File: src/rtl/core/keyboard_link_protocol_engine_macros.svh
// Assertion macros shared by the keyboard link RTL.
// Each macro checks one implication on the rising clock, disabled during reset.
`ifndef KEYBOARD_LINK_PROTOCOL_ENGINE_MACROS_SVH
`define KEYBOARD_LINK_PROTOCOL_ENGINE_MACROS_SVH

// same-cycle implication
`define KBL_ASSERT_NOW(label, clk, rst_n, ante, cons) \
    label: assert property (@(posedge clk) disable iff (!rst_n) (ante) |-> (cons)) \
        else $error("kbl: same-cycle check failed");

// next-cycle implication
`define KBL_ASSERT_NEXT(label, clk, rst_n, ante, cons) \
    label: assert property (@(posedge clk) disable iff (!rst_n) (ante) |=> (cons)) \
        else $error("kbl: next-cycle check failed");

`endif

File: src/rtl/core/kbl_pkg.sv
// Shared constants and types of the keyboard link protocol engine.
// No dependencies; used by kbl_mouse_acc and the top level.
`default_nettype none

package kbl_pkg;

    localparam int ACC_WIDTH = 16;
    localparam int DELTA_W   = 12;
    localparam int SUM_W     = ((ACC_WIDTH > DELTA_W) ? ACC_WIDTH : DELTA_W) + 1;
    localparam int MOUSE_W   = 7;
    localparam int KB_ID_W   = 6;

    localparam logic [KB_ID_W-1:0] KB_ID_RESET = 6'd1;

    // item kinds
    localparam logic [1:0] OP_HOST  = 2'd0;
    localparam logic [1:0] OP_KEY   = 2'd1;
    localparam logic [1:0] OP_MOUSE = 2'd2;

    // link byte codes
    localparam logic [7:0] C_HRST = 8'hFF;
    localparam logic [7:0] C_RAK1 = 8'hFE;
    localparam logic [7:0] C_RAK2 = 8'hFD;
    localparam logic [7:0] C_RQID = 8'h20;
    localparam logic [7:0] C_PRST = 8'h21;
    localparam logic [7:0] C_RQMP = 8'h22;
    localparam logic [7:0] C_BACK = 8'h3F;
    localparam logic [7:0] C_PDAT = 8'hE0;
    localparam logic [3:0] C_RQPD_HI = 4'h4;
    localparam logic [1:0] C_KBID_HI = 2'b10;
    localparam logic [3:0] C_KDDA_HI = 4'hC;
    localparam logic [3:0] C_KUDA_HI = 4'hD;
    // NACK/SACK/MACK/SMAK share 0x30-0x33: bit 0 scan, bit 1 mouse
    localparam logic [5:0] C_MODE_HI = 6'b001100;
    localparam logic [7:0] C_LED_MAX = 8'd7;

    typedef struct packed {
        logic add;
        logic clear;
    } t_mouse_ctl;

endpackage

`default_nettype wire

File: src/rtl/core/kbl_mouse_acc.sv
// Saturating mouse accumulators with the 7-bit clamped report values.
// Depends on kbl_pkg.
`default_nettype none

module kbl_mouse_acc (
    input  wire logic                                i_clk,
    input  wire logic                                i_rst_n,
    input  wire kbl_pkg::t_mouse_ctl                 i_ctl,
    input  wire logic signed [kbl_pkg::DELTA_W-1:0]  i_delta_x,
    input  wire logic signed [kbl_pkg::DELTA_W-1:0]  i_delta_y,
    output logic             [kbl_pkg::MOUSE_W-1:0]  o_mouse_x,
    output logic             [kbl_pkg::MOUSE_W-1:0]  o_mouse_y
);

    logic [kbl_pkg::ACC_WIDTH-1:0] r_acc_x;
    logic [kbl_pkg::ACC_WIDTH-1:0] r_acc_y;
    logic [kbl_pkg::ACC_WIDTH-1:0] sum_x;
    logic [kbl_pkg::ACC_WIDTH-1:0] sum_y;

    function automatic logic [kbl_pkg::ACC_WIDTH-1:0] sat_add(
        input logic [kbl_pkg::ACC_WIDTH-1:0] acc,
        input logic [kbl_pkg::DELTA_W-1:0]   d
    );
        logic [kbl_pkg::SUM_W-1:0]                     s;
        logic [kbl_pkg::SUM_W-kbl_pkg::ACC_WIDTH:0]    hb;
        s = {{(kbl_pkg::SUM_W-kbl_pkg::ACC_WIDTH){acc[kbl_pkg::ACC_WIDTH-1]}}, acc}
          + {{(kbl_pkg::SUM_W-kbl_pkg::DELTA_W){d[kbl_pkg::DELTA_W-1]}}, d};
        hb = s[kbl_pkg::SUM_W-1:kbl_pkg::ACC_WIDTH-1];
        if ((&hb) || !(|hb)) begin
            sat_add = s[kbl_pkg::ACC_WIDTH-1:0];
        end else if (s[kbl_pkg::SUM_W-1]) begin
            sat_add = {1'b1, {(kbl_pkg::ACC_WIDTH-1){1'b0}}};
        end else begin
            sat_add = {1'b0, {(kbl_pkg::ACC_WIDTH-1){1'b1}}};
        end
    endfunction

    // clamp to -64..63 and keep the low seven bits
    function automatic logic [kbl_pkg::MOUSE_W-1:0] clamp7(
        input logic [kbl_pkg::ACC_WIDTH-1:0] v
    );
        logic [kbl_pkg::ACC_WIDTH-kbl_pkg::MOUSE_W:0] hb;
        hb = v[kbl_pkg::ACC_WIDTH-1:kbl_pkg::MOUSE_W-1];
        if ((&hb) || !(|hb)) begin
            clamp7 = v[kbl_pkg::MOUSE_W-1:0];
        end else if (v[kbl_pkg::ACC_WIDTH-1]) begin
            clamp7 = {1'b1, {(kbl_pkg::MOUSE_W-1){1'b0}}};
        end else begin
            clamp7 = {1'b0, {(kbl_pkg::MOUSE_W-1){1'b1}}};
        end
    endfunction

    always_comb begin
        sum_x = i_ctl.add ? sat_add(r_acc_x, i_delta_x) : r_acc_x;
        sum_y = i_ctl.add ? sat_add(r_acc_y, i_delta_y) : r_acc_y;
    end

    // report reflects this item's movement before the clear
    assign o_mouse_x = clamp7(sum_x);
    assign o_mouse_y = clamp7(sum_y);

    always_ff @(posedge i_clk) begin
        if (!i_rst_n) begin
            r_acc_x <= '0;
            r_acc_y <= '0;
        end else if (i_ctl.clear) begin
            r_acc_x <= '0;
            r_acc_y <= '0;
        end else begin
            r_acc_x <= sum_x;
            r_acc_y <= sum_y;
        end
    end

endmodule

`default_nettype wire

File: src/rtl/core/keyboard_link_protocol_engine.sv
// Keyboard link protocol engine: top level with protocol decode and handshake.
// Depends on kbl_pkg, kbl_mouse_acc and keyboard_link_protocol_engine_macros.svh.
//
// Usage:
//   Input channel (i_in_valid / o_in_stall) carries one item: a host byte, a
//   key event or a mouse movement. Output channel (o_out_valid / i_out_stall)
//   carries exactly one result per item: an optional byte to the host plus the
//   LED state. The configuration channel (i_cfg_valid / o_cfg_ready) writes the
//   6-bit keyboard ID; it is always ready and is meant to be used while idle.
//   An item sits in an input register, then the decode logic writes the
//   protocol state, the mouse accumulators and the output register.
//   Throughput: one item per cycle while the receiver does not stall, limited
//   by the single decode stage that updates the protocol state.
//   Reset (synchronous, active low) puts the link in the pre-reset state with
//   LEDs, modes and accumulators cleared, and the keyboard ID at 1.
//   When the receiver stalls, the result holds in the output register; one
//   more item is taken into the input register, then o_in_stall rises.
`default_nettype none

`include "keyboard_link_protocol_engine_macros.svh"

module keyboard_link_protocol_engine (
    input  wire logic                                i_clk,
    input  wire logic                                i_rst_n,
    // configuration
    input  wire logic                                i_cfg_valid,
    output logic                                     o_cfg_ready,
    input  wire logic        [kbl_pkg::KB_ID_W-1:0]  i_cfg_data,
    // input items
    input  wire logic                                i_in_valid,
    output logic                                     o_in_stall,
    input  wire logic        [1:0]                   i_op,
    input  wire logic        [7:0]                   i_rx_byte,
    input  wire logic        [7:0]                   i_key_code,
    input  wire logic                                i_key_pressed,
    input  wire logic signed [kbl_pkg::DELTA_W-1:0]  i_delta_x,
    input  wire logic signed [kbl_pkg::DELTA_W-1:0]  i_delta_y,
    // results
    output logic                                     o_out_valid,
    input  wire logic                                i_out_stall,
    output logic                                     o_tx_valid,
    output logic             [7:0]                   o_tx_byte,
    output logic                                     o_leds_changed,
    output logic             [2:0]                   o_led_state
);

    typedef enum logic [2:0] {
        ST_PRE    = 3'd0,
        ST_HRST   = 3'd1,
        ST_RAK1   = 3'd2,
        ST_INIT   = 3'd3,
        ST_FIRST  = 3'd4,
        ST_SECOND = 3'd5
    } t_proto_st;

    // input register
    logic                                r_in_valid;
    logic        [1:0]                   r_in_op;
    logic        [7:0]                   r_in_rx;
    logic        [7:0]                   r_in_code;
    logic                                r_in_pressed;
    logic signed [kbl_pkg::DELTA_W-1:0]  r_in_dx;
    logic signed [kbl_pkg::DELTA_W-1:0]  r_in_dy;

    // protocol state
    t_proto_st                       r_state, n_state;
    logic [2:0]                      r_led, n_led;
    logic                            r_scan, n_scan;
    logic                            r_mrep, n_mrep;
    logic [7:0]                      r_pend, n_pend;
    logic [kbl_pkg::KB_ID_W-1:0]     r_kb_id;

    // output register
    logic                            r_out_valid;
    logic                            r_tx_valid, n_tx_valid;
    logic [7:0]                      r_tx_byte, n_tx_byte;
    logic                            r_changed, n_changed;

    logic                            in_xfer;
    logic                            advance;
    logic                            fire;
    logic                            host_ok;
    logic                            enter_first;
    kbl_pkg::t_mouse_ctl             mouse_ctl;
    logic [kbl_pkg::MOUSE_W-1:0]     mouse_x;
    logic [kbl_pkg::MOUSE_W-1:0]     mouse_y;

    assign advance    = !r_out_valid || !i_out_stall;
    assign fire       = r_in_valid && advance;
    assign o_in_stall = r_in_valid && !advance;
    assign in_xfer    = i_in_valid && !o_in_stall;
    assign o_cfg_ready = 1'b1;

    always_ff @(posedge i_clk) begin
        if (!i_rst_n) begin
            r_in_valid <= 1'b0;
        end else begin
            r_in_valid <= in_xfer || o_in_stall;
        end
        if (in_xfer) begin
            r_in_op      <= i_op;
            r_in_rx      <= i_rx_byte;
            r_in_code    <= i_key_code;
            r_in_pressed <= i_key_pressed;
            r_in_dx      <= i_delta_x;
            r_in_dy      <= i_delta_y;
        end
    end

    always_ff @(posedge i_clk) begin
        if (!i_rst_n) begin
            r_kb_id <= kbl_pkg::KB_ID_RESET;
        end else if (i_cfg_valid && o_cfg_ready) begin
            r_kb_id <= i_cfg_data;
        end
    end

    kbl_mouse_acc u_mouse_acc (
        .i_clk     (i_clk),
        .i_rst_n   (i_rst_n),
        .i_ctl     (mouse_ctl),
        .i_delta_x (r_in_dx),
        .i_delta_y (r_in_dy),
        .o_mouse_x (mouse_x),
        .o_mouse_y (mouse_y)
    );

    always_comb begin
        n_state    = r_state;
        n_led      = r_led;
        n_scan     = r_scan;
        n_mrep     = r_mrep;
        n_pend     = r_pend;
        n_tx_valid = 1'b0;
        n_tx_byte  = 8'h00;
        n_changed  = 1'b0;
        host_ok    = 1'b0;
        mouse_ctl  = '0;
        if (fire) begin
            case (r_in_op)
                kbl_pkg::OP_HOST: begin
                    if (r_in_rx == kbl_pkg::C_HRST) begin
                        n_state    = ST_HRST;
                        n_tx_valid = 1'b1;
                        n_tx_byte  = kbl_pkg::C_HRST;
                        host_ok    = 1'b1;
                    end else begin
                        case (r_state)
                            ST_HRST: begin
                                if (r_in_rx == kbl_pkg::C_RAK1) begin
                                    n_state    = ST_RAK1;
                                    n_tx_valid = 1'b1;
                                    n_tx_byte  = kbl_pkg::C_RAK1;
                                    host_ok    = 1'b1;
                                end
                            end
                            ST_RAK1: begin
                                if (r_in_rx == kbl_pkg::C_RAK2) begin
                                    n_state    = ST_INIT;
                                    n_tx_valid = 1'b1;
                                    n_tx_byte  = kbl_pkg::C_RAK2;
                                    host_ok    = 1'b1;
                                end
                            end
                            ST_INIT: begin
                                host_ok = 1'b1;
                                if (r_in_rx == kbl_pkg::C_PRST) begin
                                    n_state    = ST_PRE;
                                    n_tx_valid = 1'b1;
                                    n_tx_byte  = kbl_pkg::C_HRST;
                                end else if (r_in_rx == kbl_pkg::C_RQID) begin
                                    n_tx_valid = 1'b1;
                                    n_tx_byte  = {kbl_pkg::C_KBID_HI, r_kb_id};
                                end else if (r_in_rx == kbl_pkg::C_RQMP) begin
                                    mouse_ctl.clear = 1'b1;
                                    n_pend     = {1'b0, mouse_y};
                                    n_state    = ST_FIRST;
                                    n_tx_valid = 1'b1;
                                    n_tx_byte  = {1'b0, mouse_x};
                                end else if (r_in_rx <= kbl_pkg::C_LED_MAX) begin
                                    n_led     = r_in_rx[2:0];
                                    n_changed = (r_in_rx[2:0] != r_led);
                                end else if (r_in_rx[7:4] == kbl_pkg::C_RQPD_HI) begin
                                    n_tx_valid = 1'b1;
                                    n_tx_byte  = kbl_pkg::C_PDAT;
                                end else if (r_in_rx[7:2] == kbl_pkg::C_MODE_HI) begin
                                    n_scan = r_in_rx[0];
                                    n_mrep = r_in_rx[1];
                                end else begin
                                    host_ok = 1'b0;
                                end
                            end
                            ST_FIRST: begin
                                if (r_in_rx == kbl_pkg::C_BACK) begin
                                    n_state    = ST_SECOND;
                                    n_tx_valid = 1'b1;
                                    n_tx_byte  = r_pend;
                                    host_ok    = 1'b1;
                                end
                            end
                            ST_SECOND: begin
                                if (r_in_rx[7:2] == kbl_pkg::C_MODE_HI) begin
                                    n_scan  = r_in_rx[0];
                                    n_mrep  = r_in_rx[1];
                                    n_state = ST_INIT;
                                    host_ok = 1'b1;
                                end
                            end
                            default: begin
                                host_ok = 1'b0;
                            end
                        endcase
                        // protocol error: answer HRST, drop back to pre-reset
                        if (!host_ok) begin
                            n_state    = ST_PRE;
                            n_tx_valid = 1'b1;
                            n_tx_byte  = kbl_pkg::C_HRST;
                        end
                    end
                end
                kbl_pkg::OP_KEY: begin
                    if (r_scan && (r_state == ST_INIT)) begin
                        n_state    = ST_FIRST;
                        n_tx_valid = 1'b1;
                        if (r_in_pressed) begin
                            n_pend    = {kbl_pkg::C_KDDA_HI, r_in_code[3:0]};
                            n_tx_byte = {kbl_pkg::C_KDDA_HI, r_in_code[7:4]};
                        end else begin
                            n_pend    = {kbl_pkg::C_KUDA_HI, r_in_code[3:0]};
                            n_tx_byte = {kbl_pkg::C_KUDA_HI, r_in_code[7:4]};
                        end
                    end
                end
                kbl_pkg::OP_MOUSE: begin
                    mouse_ctl.add = 1'b1;
                    if (r_mrep && (r_state == ST_INIT)) begin
                        mouse_ctl.clear = 1'b1;
                        n_pend     = {1'b0, mouse_y};
                        n_state    = ST_FIRST;
                        n_tx_valid = 1'b1;
                        n_tx_byte  = {1'b0, mouse_x};
                    end
                end
                default: begin
                    // unused op: nothing sent, state held
                    n_state = r_state;
                end
            endcase
        end
    end

    always_ff @(posedge i_clk) begin
        if (!i_rst_n) begin
            r_state     <= ST_PRE;
            r_led       <= 3'd0;
            r_scan      <= 1'b0;
            r_mrep      <= 1'b0;
            r_pend      <= 8'h00;
            r_out_valid <= 1'b0;
        end else begin
            r_state     <= n_state;
            r_led       <= n_led;
            r_scan      <= n_scan;
            r_mrep      <= n_mrep;
            r_pend      <= n_pend;
            r_out_valid <= fire || (r_out_valid && i_out_stall);
        end
        if (fire) begin
            r_tx_valid <= n_tx_valid;
            r_tx_byte  <= n_tx_byte;
            r_changed  <= n_changed;
        end
    end

    assign o_out_valid    = r_out_valid;
    assign o_tx_valid     = r_tx_valid;
    assign o_tx_byte      = r_tx_byte;
    assign o_leds_changed = r_changed;
    assign o_led_state    = r_led;

    assign enter_first = fire && (n_state == ST_FIRST) && (r_state != ST_FIRST);

    // an LED write never sends a byte
    `KBL_ASSERT_NOW(a_led_no_tx, i_clk, i_rst_n, o_out_valid && o_leds_changed, !o_tx_valid)
    // silent results carry a zero byte
    `KBL_ASSERT_NOW(a_idle_byte_zero, i_clk, i_rst_n, o_out_valid && !o_tx_valid, o_tx_byte == '0)
    // input side only stalls behind a full, stalled output register
    `KBL_ASSERT_NOW(a_stall_cause, i_clk, i_rst_n, o_in_stall, r_out_valid && i_out_stall)
    // entering the two-byte exchange always sends the first byte
    `KBL_ASSERT_NEXT(a_first_sent, i_clk, i_rst_n, enter_first, o_out_valid && o_tx_valid)

endmodule

`default_nettype wire

File: config.mk
export PLATFORM = sky130hd
export DESIGN_NAME = keyboard_link_protocol_engine
export DESIGN_NICKNAME = d
export VERILOG_FILES = /design/src/rtl/core/kbl_pkg.sv /design/src/rtl/core/kbl_mouse_acc.sv /design/src/rtl/core/keyboard_link_protocol_engine.sv
export VERILOG_INCLUDE_DIRS = /design/src /design/src/rtl/core
export SDC_FILE = /design/constraint.sdc
export NUM_CORES = 1
export LEC_CHECK = 0
export BUFFER_PORTS_ARGS = -buffer_cell sky130_fd_sc_hd__buf_2
export CORE_ASPECT_RATIO = 0.5
export CORE_MARGIN = 1.5
export CORE_UTILIZATION = 45
export DETAILED_ROUTE_END_ITERATION = 10
export PLACE_DENSITY = 0.6
export SKIP_CTS_REPAIR_TIMING = 1
export SKIP_LAST_GASP = 1
export SLEW_MARGIN = 15
export SYNTH_ARGS = -nofsm -noshare
export SYNTH_HDL_FRONTEND = slang
export SYNTH_SLANG_ARGS = --single-unit
File: constraint.sdc
create_clock -name i_clk -period 4.4 [get_ports i_clk]
set_clock_uncertainty 0.1 [all_clocks]
set_input_delay 0.44 -clock i_clk [delete_from_list [all_inputs] [get_ports i_clk]]
set_output_delay 0.44 -clock i_clk [all_outputs]
set_load 0.02 [all_outputs]
== Yosys cells after proc, flatten, opt, wreduce, memory -nomap -nowiden ==
Cells that the tools add are included.

* $add $sub $neg: 2
* Order comparisons: 1
* Eq/ne operators: 36
* Multiplexer cells: 93
* Bitwise logic cells: 8
* Reduce and logical (&&, ||, !) cells: 38

{| class="wikitable"
|+ Operator list
! cell !! count
|-
| $mux 8 || 18
|-
| $mux 16 || 6
|-
| $pmux 8 s3 || 2
|-
| $mux 1 || 39
|-
| $mux 7 || 5
|-
| $add 16x12->17 || 2
|-
| $mux 3 || 11
|-
| $eq 8x6->1 const B || 4
|-
| $pmux 8 s4 || 1
|-
| $eq 8x8->1 const B || 3
|-
| $ne 2x2->1 const B || 12
|-
| $ne 5x5->1 const B || 4
|-
| $reduce_and 10->1 || 2
|-
| $reduce_or 10->1 || 2
|-
| $reduce_and 9->1 || 2
|-
| $pmux 3 s5 || 1
|-
| $ne 6x6->1 const B || 2
|-
| $reduce_and 11->1 || 1
|-
| $mux 5 || 2
|-
| $pmux 3 s3 || 1
|-
| $le 8x3->1 const B || 1
|-
| $logic_not 1->1 || 8
|-
| $ne 8x4->1 const B || 1
|-
| $not 1->1 || 8
|-
| 22 further kinds || 40
|}

* Register bits after elaboration: 109
* Output and inout port bits: 16

== Logic depth before layout (Yosys ltp) ==
Gate-level depths: netlist of run 1.

* Depth in word-level cells: 20
* Depth in mapped cells: 16
* Mapped depth without buffers: 14

== Hierarchy ==
Synthesis of run 1 repeated with hierarchy kept, for this count alone.

* Cells, all modules: 784
* Area, all modules: 7090.6 sq um

{| class="wikitable"
|+ Modules (own cells, without submodules)
! module !! times used !! cells each !! area an instance (sq um)
|-
| keyboard_link_protocol_engine || 1 || 310 || 3584.7
|-
| kbl_mouse_acc || 1 || 474 || 3505.9
|}

== Worst setup path after synthesis of run 1 ==
No wires, ideal clock.

* Kind: reg-to-reg
* Start: reg r_in_dx[0] (netlist name)
* End: reg r_tx_byte[3], in the netlist o_tx_byte[3] (data pin)
* Arrival: 3563 ps
* Required time: 4031 ps
* Path slack: 468 ps
* Stages on the path, launching flop included: 14
* Path buffers: 0
* Path through: edfxtp_1 ha_1 fa_1 a21oi_1 o221ai_1 o211ai_2 o21ai_0 xor2_1 o211a_1 or4_4 o311a_1 or2_1 o311ai_0 o21ai_1

* Longest elaborated chain between the ends: 17
* Elaborated cells on any way between the ends: 22

{| class="wikitable"
|+ Ends and longest elaborated chain
! item !! RTL line !! RTL
|-
| start: declaration || keyboard_link_protocol_engine.sv:62 || <nowiki>logic signed [kbl_pkg::DELTA_W-1:0] r_in_dx;</nowiki>
|-
| start signal: assignment || keyboard_link_protocol_engine.sv:105 || <nowiki>r_in_dx <= i_delta_x;</nowiki>
|-
| $add 16x12->17 * || kbl_mouse_acc.sv:27 || <nowiki>+ {{(kbl_pkg::SUM_W-kbl_pkg::DELTA_W){d[kbl_pkg::DELTA_W-1]}}, d};</nowiki>
|-
| $reduce_or 2->1 || kbl_mouse_acc.sv:29 || <nowiki>if ((&hb) || !(|hb)) begin</nowiki>
|-
| $logic_not 1->1 || kbl_mouse_acc.sv:29 ||
|-
| $logic_or 1x1->1 || kbl_mouse_acc.sv:29 ||
|-
| $mux 16 * || kbl_mouse_acc.sv:29 ||
|-
| $mux 16 * || kbl_mouse_acc.sv:54 || <nowiki>sum_x = i_ctl.add ? sat_add(r_acc_x, i_delta_x) : r_acc_x;</nowiki>
|-
| $reduce_or 10->1 || kbl_mouse_acc.sv:44 || <nowiki>if ((&hb) || !(|hb)) begin</nowiki>
|-
| $logic_not 1->1 || kbl_mouse_acc.sv:44 ||
|-
| (+2 left out) || -- ||
|-
| $mux 8 || keyboard_link_protocol_engine.sv:174 || <nowiki>end else if (r_in_rx == kbl_pkg::C_RQMP) begin</nowiki>
|-
| $mux 8 || keyboard_link_protocol_engine.sv:171 || <nowiki>end else if (r_in_rx == kbl_pkg::C_RQID) begin</nowiki>
|-
| $mux 8 || keyboard_link_protocol_engine.sv:167 || <nowiki>if (r_in_rx == kbl_pkg::C_PRST) begin</nowiki>
|-
| $pmux 8 s4 || keyboard_link_protocol_engine.sv:148 || <nowiki>case (r_state)</nowiki>
|-
| $mux 8 || keyboard_link_protocol_engine.sv:214 || <nowiki>if (!host_ok) begin</nowiki>
|-
| $mux 8 || keyboard_link_protocol_engine.sv:142 || <nowiki>if (r_in_rx == kbl_pkg::C_HRST) begin</nowiki>
|-
| $pmux 8 s3 * || keyboard_link_protocol_engine.sv:140 || <nowiki>case (r_in_op)</nowiki>
|-
| via n_tx_byte[3] || keyboard_link_protocol_engine.sv:76 || <nowiki>logic [7:0] r_tx_byte, n_tx_byte;</nowiki>
|-
| end signal: assignment || keyboard_link_protocol_engine.sv:270 || <nowiki>r_tx_byte <= n_tx_byte;</nowiki>
|-
| end: declaration || keyboard_link_protocol_engine.sv:76 ||
|}

The timed path passes the listed nets; every way through them passes the cells marked *.
A chain may end at the register's enable or synchronous reset.

== Worst setup path after layout of run 1 ==
* Start: reg u_mouse_acc.r_acc_y[0] (netlist name)
* End: reg r_pend[2]

* Longest elaborated chain between the ends: 16
* Elaborated cells on any way between the ends: 21

{| class="wikitable"
|+ Ends and longest elaborated chain
! item !! RTL line !! RTL
|-
| start: declaration || kbl_mouse_acc.sv:16 || <nowiki>logic [kbl_pkg::ACC_WIDTH-1:0] r_acc_y;</nowiki>
|-
| start signal: assignment || kbl_mouse_acc.sv:71 || <nowiki>r_acc_y <= sum_y;</nowiki>
|-
| $add 16x12->17 * || kbl_mouse_acc.sv:27 ||
|-
| $reduce_or 2->1 || kbl_mouse_acc.sv:29 ||
|-
| $logic_not 1->1 || kbl_mouse_acc.sv:29 ||
|-
| $logic_or 1x1->1 || kbl_mouse_acc.sv:29 ||
|-
| $mux 16 * || kbl_mouse_acc.sv:29 ||
|-
| $mux 16 * || kbl_mouse_acc.sv:55 || <nowiki>sum_y = i_ctl.add ? sat_add(r_acc_y, i_delta_y) : r_acc_y;</nowiki>
|-
| $reduce_or 10->1 || kbl_mouse_acc.sv:44 ||
|-
| $logic_not 1->1 || kbl_mouse_acc.sv:44 ||
|-
| $logic_or 1x1->1 || kbl_mouse_acc.sv:44 ||
|-
| $mux 7 * || kbl_mouse_acc.sv:44 ||
|-
| $mux 8 || keyboard_link_protocol_engine.sv:174 ||
|-
| $mux 8 || keyboard_link_protocol_engine.sv:171 ||
|-
| $mux 8 || keyboard_link_protocol_engine.sv:167 ||
|-
| $mux 8 || keyboard_link_protocol_engine.sv:148 ||
|-
| $mux 8 || keyboard_link_protocol_engine.sv:142 ||
|-
| $pmux 8 s3 * || keyboard_link_protocol_engine.sv:140 ||
|-
| end signal: assignment || keyboard_link_protocol_engine.sv:265 || <nowiki>r_pend <= n_pend;</nowiki>
|-
| end: declaration || keyboard_link_protocol_engine.sv:70 || <nowiki>logic [7:0] r_pend, n_pend;</nowiki>
|}

Every way passes the cells marked *; elsewhere a longest branch is shown, timed or not. The select of a mux whose other input is x is not followed.

==> results of run 1 <==
[cell usage after synthesis (6+ instances only)]
cell type  count  share of area [%]
o21ai_0       46                3.3
inv_1         24                1.3
o22ai_1       10               0.89
and2_1         8               0.71
or2_2          6               0.53
nor2_1        87                4.6
o21ai_1        9               0.64
mux2i_1       14                2.0
a31oi_1       13                1.2
a311o_1        6               0.85
a21o_1         8               0.85
nor2b_1       19                1.7
and3_1         7               0.62
a21oi_1       64                4.5
o21a_1        11                1.2
xor2_1        11                1.4
edfxtp_1      53                 23
or3_1         10               0.89
clkbuf_1      22                1.2
nand4_1        9               0.80
nand3_1       19                1.3
a221o_1        6               0.85
xnor2_1       12                1.5
nor3_1        20                1.4
a211oi_1      18                1.9
o211ai_1      12                1.3
nand2_1       65                3.5
ha_1          36                6.4
dfxtp_1       56                 16
[state kept, by name (all words and copies together), names as in the netlist, 8 cells and up]
signal               flops
u_mouse_acc.r_acc_x     16
u_mouse_acc.r_acc_y     16
r_in_dx                 12
r_in_dy                 12
o_tx_byte                8
r_in_code                8
r_in_rx                  8
r_pend                   8
[worst paths after layout]
kind	from	to	slack (ns)
setup reg to reg	u_mouse_acc.r_acc_y[0]	r_pend[2]	0.14
hold / removal	i_key_code[0]	r_in_code[0]	0.15
hold reg to reg	r_pend[7]	r_pend[7]	0.37
setup / recovery	u_mouse_acc.r_acc_y[0]	r_pend[2]	0.14
[layer usage]
metal / up-vias / global-route usage (%)
met4: 0 / 5.18
li1: 3191 / -
met5: - / 0
met2: 209 / 36.0
met3: 20 / 4.61
met1: 3079 / 36.0
[worst max-delay path: cells and delay by family, from the launching register on]
kind,cells,cell delay [ns]
compound gates,9,1.89
simple gates,2,0.79
fa+ha+maj,2,0.60
buf+inv,3,0.44
flops,1,0.35
[cell type report]
type	instances	area (um^2)
Clock buffer	12	258
Clock inverter	4	31.3
Fill cell	1460	7200
Inverter	25	93.8
Multi-Input combinational cell	630	4200
Sequential cell	109	2710
Tap cell	204	255
Timing Repair Buffer	105	618
[power by group through the flow]
stage	logic, mW	registers (mW)	clock network [mW]
after detailed placement	0.438	1.17	0
final	0.467	1.15	0.813
after global placement	0.437	1.17	0
after floorplan	0.307	1.16	0
after global routing	0.510	1.15	0.865
after CTS	0.442	1.15	0.833
[cell families after synthesis]
family                   synth area share, %
AO/OA/AOI/OAI                           26.3
XOR/XNOR                                2.85
adder cells (fa/ha/maj)                 7.23
buffers and inverters                   3.54
flip-flops                              38.4
multiplexers                            2.14
other                                 0.0531
AND/OR/NAND/NOR                         19.5
[per-stage QoR]
step | hold WS (ns) | TNS, ns | area (um^2)
after global placement | 0.354 | 0 | 7760
final | 0.148 | 0 | 8170
after CTS | 0.140 | 0 | 8050
after detailed placement | 0.359 | 0 | 7760
after floorplan | 0.336 | 0 | 7060
after global routing | 0.136 | -0.0520 | 8170
==> impl_metrics.json, run 1 <==
{
  "numCtsBuffers": 9,
  "fmax_mhz": 235,
  "worstMarginPinSlew_ns": 0.817,
  "comb_power_share_pct": 19.2,
  "cts_tree": "done",
  "wl_per_cell_um": 18.2,
  "dp_slack_ns": 0.0626,
  "min_period_over_period_pct": 96.7,
  "dp_hpwl_um": 15100,
  "worstSkewPairLatency_ns": 0.36,
  "power_frac_clock_pct": 33.5,
  "wirelength_um": 19800,
  "critical_path.cell_chain": "ha_1 > inv_1 > fa_1 > nand2b_1 > a21boi_2 > o21a_1 > o21ai_1 > a211o_1 > buf_4 > a21oi_1 > o21a_1 > o22ai_1 > or4_1 > buf_4 > a311o_1 > a31oi_1",
  "synth.avg_cell_area_um2": 8.86,
  "viasPerCell": 5.97,
  "syn-num-nets": 889,
  "critPathMaxStageDelay_ns": 0.62,
  "fin_crit_ns": 4.26,
  "setup_ws_ns": 0.143,
  "violations": "DRC",
  "crit_path_start_kind": "flop",
  "num_antenna_cells": 0,
  "slew_headroom_pct": 45.3,
  "crit_fanout": 8,
  "power_mw": 2.43,
  "synth-main-ff-cell": "dfxtp_1",
  "io_pins": 70,
  "grt_antenna_before_repair": 0,
  "drtPass1Iterations": 8,
  "cp-end-kind": "flop",
  "drtAntennaViolNets": 0,
  "p_leak_nw": 3.17,
  "root_buffer": "clkbuf_16",
  "track_usage_pct": 24.2,
  "dieArea_um2": 16500,
  "grt_max_degree": 32,
  "clk_path_buf_depth": 2,
  "wl_met1_um": 9980,
  "internal_power_mw": 1.72,
  "cts_sinks": 109,
  "portBuffers": 68,
  "htree_levels": 3,
  "core_um2": 15400,
  "post-route-drc-count": 1,
  "post-route-util_pct": 53.1,
  "wl_met2_um": 8230,
  "area.growth.synth_to_final_pct": 15.7,
  "powerDensity_nw_per_um2": 297,
  "synth_cell_types": 83,
  "finalSetupViolations": 0,
  "wl_met3_um": 1320,
  "worst_path_max_delay_cell": "or4_1",
  "ir_drop_mv": 0.171,
  "grt_setup_unrepaired": "yes",
  "layout_commonest_cell": "nor2_1",
  "synth_cells": 797,
  "power.switching_mw": 0.703,
  "top_layer": "met4",
  "r2r_cells": 16,
  "hold_violations": 0,
  "fin_cells": 1089,
  "initial_core_util_pct": 45.9,
  "mostFrequentLayoutCells": "86 x nor2_1, 68 x buf_2, 65 x nand2_1",
  "clk_pin_slew_ns": 0.08,
  "dp_cells": 1069,
  "pwr-share-seq_pct": 47.2,
  "yosysSeqAreaShare_pct": 38.4,
  "ys_warn_count": 0,
  "gp_congestion": 0.933,
  "crit_arrival_ns": 4.45,
  "die_h_um": 91.6,
  "cap_violations": 0,
  "cp.required_ns": 4.59,
  "grt_pass1_wl_um": 31200,
  "drt-initial-drc-count": 465,
  "fin_nets": 972,
  "netlist_area_um2": 7060,
  "synthArstFlopShare_pct": 0,
  "hp-class": "in2reg",
  "slew_violations": 0,
  "die_w_um": 180,
  "gr-total-overflow": 0,
  "row_count": 32,
  "switching_share_pct": 29.0,
  "vias": 6499,
  "layout-drive-gt1-share_pct": 18.0,
  "ys_seq_elements": 109,
  "critPathKind": "reg2reg",
  "synth_edf_count": 53,
  "holdPathStages": 1,
  "grt_pass1_vias": 5860,
  "status": "finished, violations left"
}
Power figures use the tool's default switching activity.
==> run 2: changes to the inputs <==
--- a/config.mk
+++ b/config.mk
@@ -11,7 +11,9 @@
 export CORE_MARGIN = 1.5
 export CORE_UTILIZATION = 45
 export DETAILED_ROUTE_END_ITERATION = 10
+export GPL_TIMING_DRIVEN = 1
 export PLACE_DENSITY = 0.6
+export REMOVE_ABC_BUFFERS = 1
 export SKIP_CTS_REPAIR_TIMING = 1
 export SKIP_LAST_GASP = 1
 export SLEW_MARGIN = 15
==> constraint.sdc (replaced) <==
create_clock -name i_clk -period 4.72 [get_ports i_clk]
set_clock_uncertainty 0.1 [all_clocks]
set_input_delay 0.472 -clock i_clk [delete_from_list [all_inputs] [get_ports i_clk]]
set_output_delay 0.472 -clock i_clk [all_outputs]
set_load 0.02 [all_outputs]
==> run 2 against run 1 <==
Effect of this change: first-iteration DRC count down 24%; the run still ends with DRC left; die area unchanged; register-to-register slack better by 0.20 ns; core utilization is 1.8 points lower; combinational power decreased by 15%; sequential power decreased by 7%; clock power shrank 5.9%; largest cell class unchanged; critical endpoint is now o_tx_byte[3]; final area down 3.4%; worst hold slack improved by 0.033 ns; via count decreased by 2.2%; fmax is 2.8% lower.
==> impl_metrics.json, run 2 (synthesis gave the netlist of run 1 again) <==
{
  "critPathMaxStageDelay_ns": 0.56,
  "cp_num_cells": 12,
  "viasPerCell": 5.98,
  "cp.required_ns": 4.72,
  "area.growth.synth_to_final_pct": 11.8,
  "dpl_cell_area_um2": 7590,
  "die_h_um": 91.6,
  "vias": 6357,
  "die_w_um": 180,
  "ir_drop_mv": 0.199,
  "grt_pass1_vias": 6058,
  "gp_congestion": 0.899,
  "status": "finished, violations left",
  "wl_per_cell_um": 17.6,
  "r2r-end": "o_tx_byte[3]",
  "layout-drive-gt1-share_pct": 14.0,
  "cp-startpoint": "r_in_dx[11]",
  "grt_pass1_wl_um": 30000,
  "cts_tree": "done",
  "mostFrequentLayoutCells": "87 x nor2_1, 68 x buf_2, 65 x nand2_1",
  "track_usage_pct": 23.0,
  "portBuffers": 68,
  "layout.area.seq_um2": 2710,
  "drtPass1Iterations": 10,
  "drtAntennaViolNets": 0,
  "critical_path.cell_chain": "ha_1 > a21oi_2 > nand2_1 > a221oi_2 > and3b_2 > or2_2 > a41oi_1 > or4_4 > o311a_1 > or2_1 > o311ai_0 > o21ai_1",
  "finalSetupViolations": 0,
  "r2r_start": "r_in_dx[11]",
  "powerDensity_nw_per_um2": 283,
  "min_period_over_period_pct": 92.8,
  "violations": "DRC",
  "fmax_mhz": 228,
  "num_antenna_cells": 0,
  "initial_core_util_pct": 45.9,
  "io_pins": 70,
  "crit_arrival_ns": 4.38,
  "drt-initial-drc-count": 355,
  "crit_path_start_kind": "flop",
  "root_buffer": "clkbuf_16",
  "core_um2": 15400,
  "hp-class": "in2reg",
  "worst_path_max_delay_cell": "or4_4",
  "cp-end-kind": "flop",
  "grt_setup_unrepaired": "no",
  "layout_commonest_cell": "nor2_1",
  "worstSkewPairLatency_ns": 0.36,
  "dp_hpwl_um": 14100,
  "largestRegisters": "u_mouse_acc.r_acc_x x16, u_mouse_acc.r_acc_y x16",
  "cp_num_buf_inv": 0,
  "post-route-drc-count": 1,
  "clk_path_buf_depth": 2,
  "rrSetupSlack_ns": 0.34,
  "grt_max_degree": 44,
  "tns_ns": 0,
  "slew_headroom_pct": 40.1,
  "multiInputGateArea_um2": 4110,
  "numCtsBuffers": 9,
  "critPathTopFamily": "compound AO/OA/AOI/OAI gates",
  "clk_pin_slew_ns": 0.08,
  "dieArea_um2": 16500,
  "htree_levels": 3,
  "fill_cells": 1496,
  "crit_end": "o_tx_byte[3]",
  "hold_violations": 0,
  "wirelength_um": 18700,
  "critPathKind": "reg2reg",
  "crit_fanout": 8,
  "p_leak_nw": 3.05,
  "grt_antenna_before_repair": 0,
  "fin_crit_ns": 4.38,
  "gr-total-overflow": 0,
  "row_count": 32,
  "r2r_cells": 12,
  "fin_nets": 946,
  "worstMarginPinSlew_ns": 0.886,
  "slew_violations": 0,
  "cts_sinks": 109,
  "cap_violations": 0,
  "design_area_um2": 7890
}
[run 2: cell count changes in the layout (fill, tap and decap cells not counted), moves of 3 or more]
cell / delta
a2111oi_0: +3
buf_4: -26
ha_1: +3
ha_2: -3
[run 2: area by class of cell]
type                            count  share of cell area (%)
Clock inverter                      6                   0.713
Multi-Input combinational cell    630                    52.1
Tap cell                          204                    3.23
Sequential cell                   109                    34.4
Inverter                           25                    1.19
Timing Repair Buffer               79                    5.36
Clock buffer                       10                    3.03
[run 2: how the worst min path moves through the flow]
stage,slack (ns),to,startpoint,cells past startpoint
6_report,0.18,r_in_code[4],i_key_code[4],1
5_1_grt,0.16,r_in_code[3],i_key_code[3],1
4_1_cts,0.17,r_in_rx[4],i_rx_byte[4],1
3_5_place_dp,0.35,r_pend[1],r_pend[1],2
3_3_place_gp,0.35,r_pend[7],r_pend[7],2
2_1_floorplan,0.33,r_kb_id[0],r_kb_id[0],2
[run 2: stage by stage]
step	util, %	power [mW]	setup slack [ns]	cells	hold slack, ns
3_3_place_gp	49.4	1.48	0.387	1047	0.347
4_1_cts	51.3	2.25	0.320	1063	0.173
2_1_floorplan	-	1.36	0.382	764	0.334
3_5_place_dp	49.4	1.48	0.351	1047	0.353
5_1_grt	51.3	2.33	0.0264	1063	0.164
6_report	51.3	2.23	0.341	1063	0.181
[run 2: report_power, final]
group	switching [mW]	leakage, nW	internal [mW]
clock	0.382	0.142	0.384
combinational	0.242	1.94	0.154
sequential	0.0319	0.972	1.04
[run 2: metal layers]
layer / GRT usage [%] / up-vias / wire (um)
met5: 0 / - / 0
met1: 29.1 / 2988 / 8540
met2: 39.8 / 201 / 8780
met4: 7.14 / 0 / 348
met3: 4.45 / 31 / 990
li1: - / 3137 / -
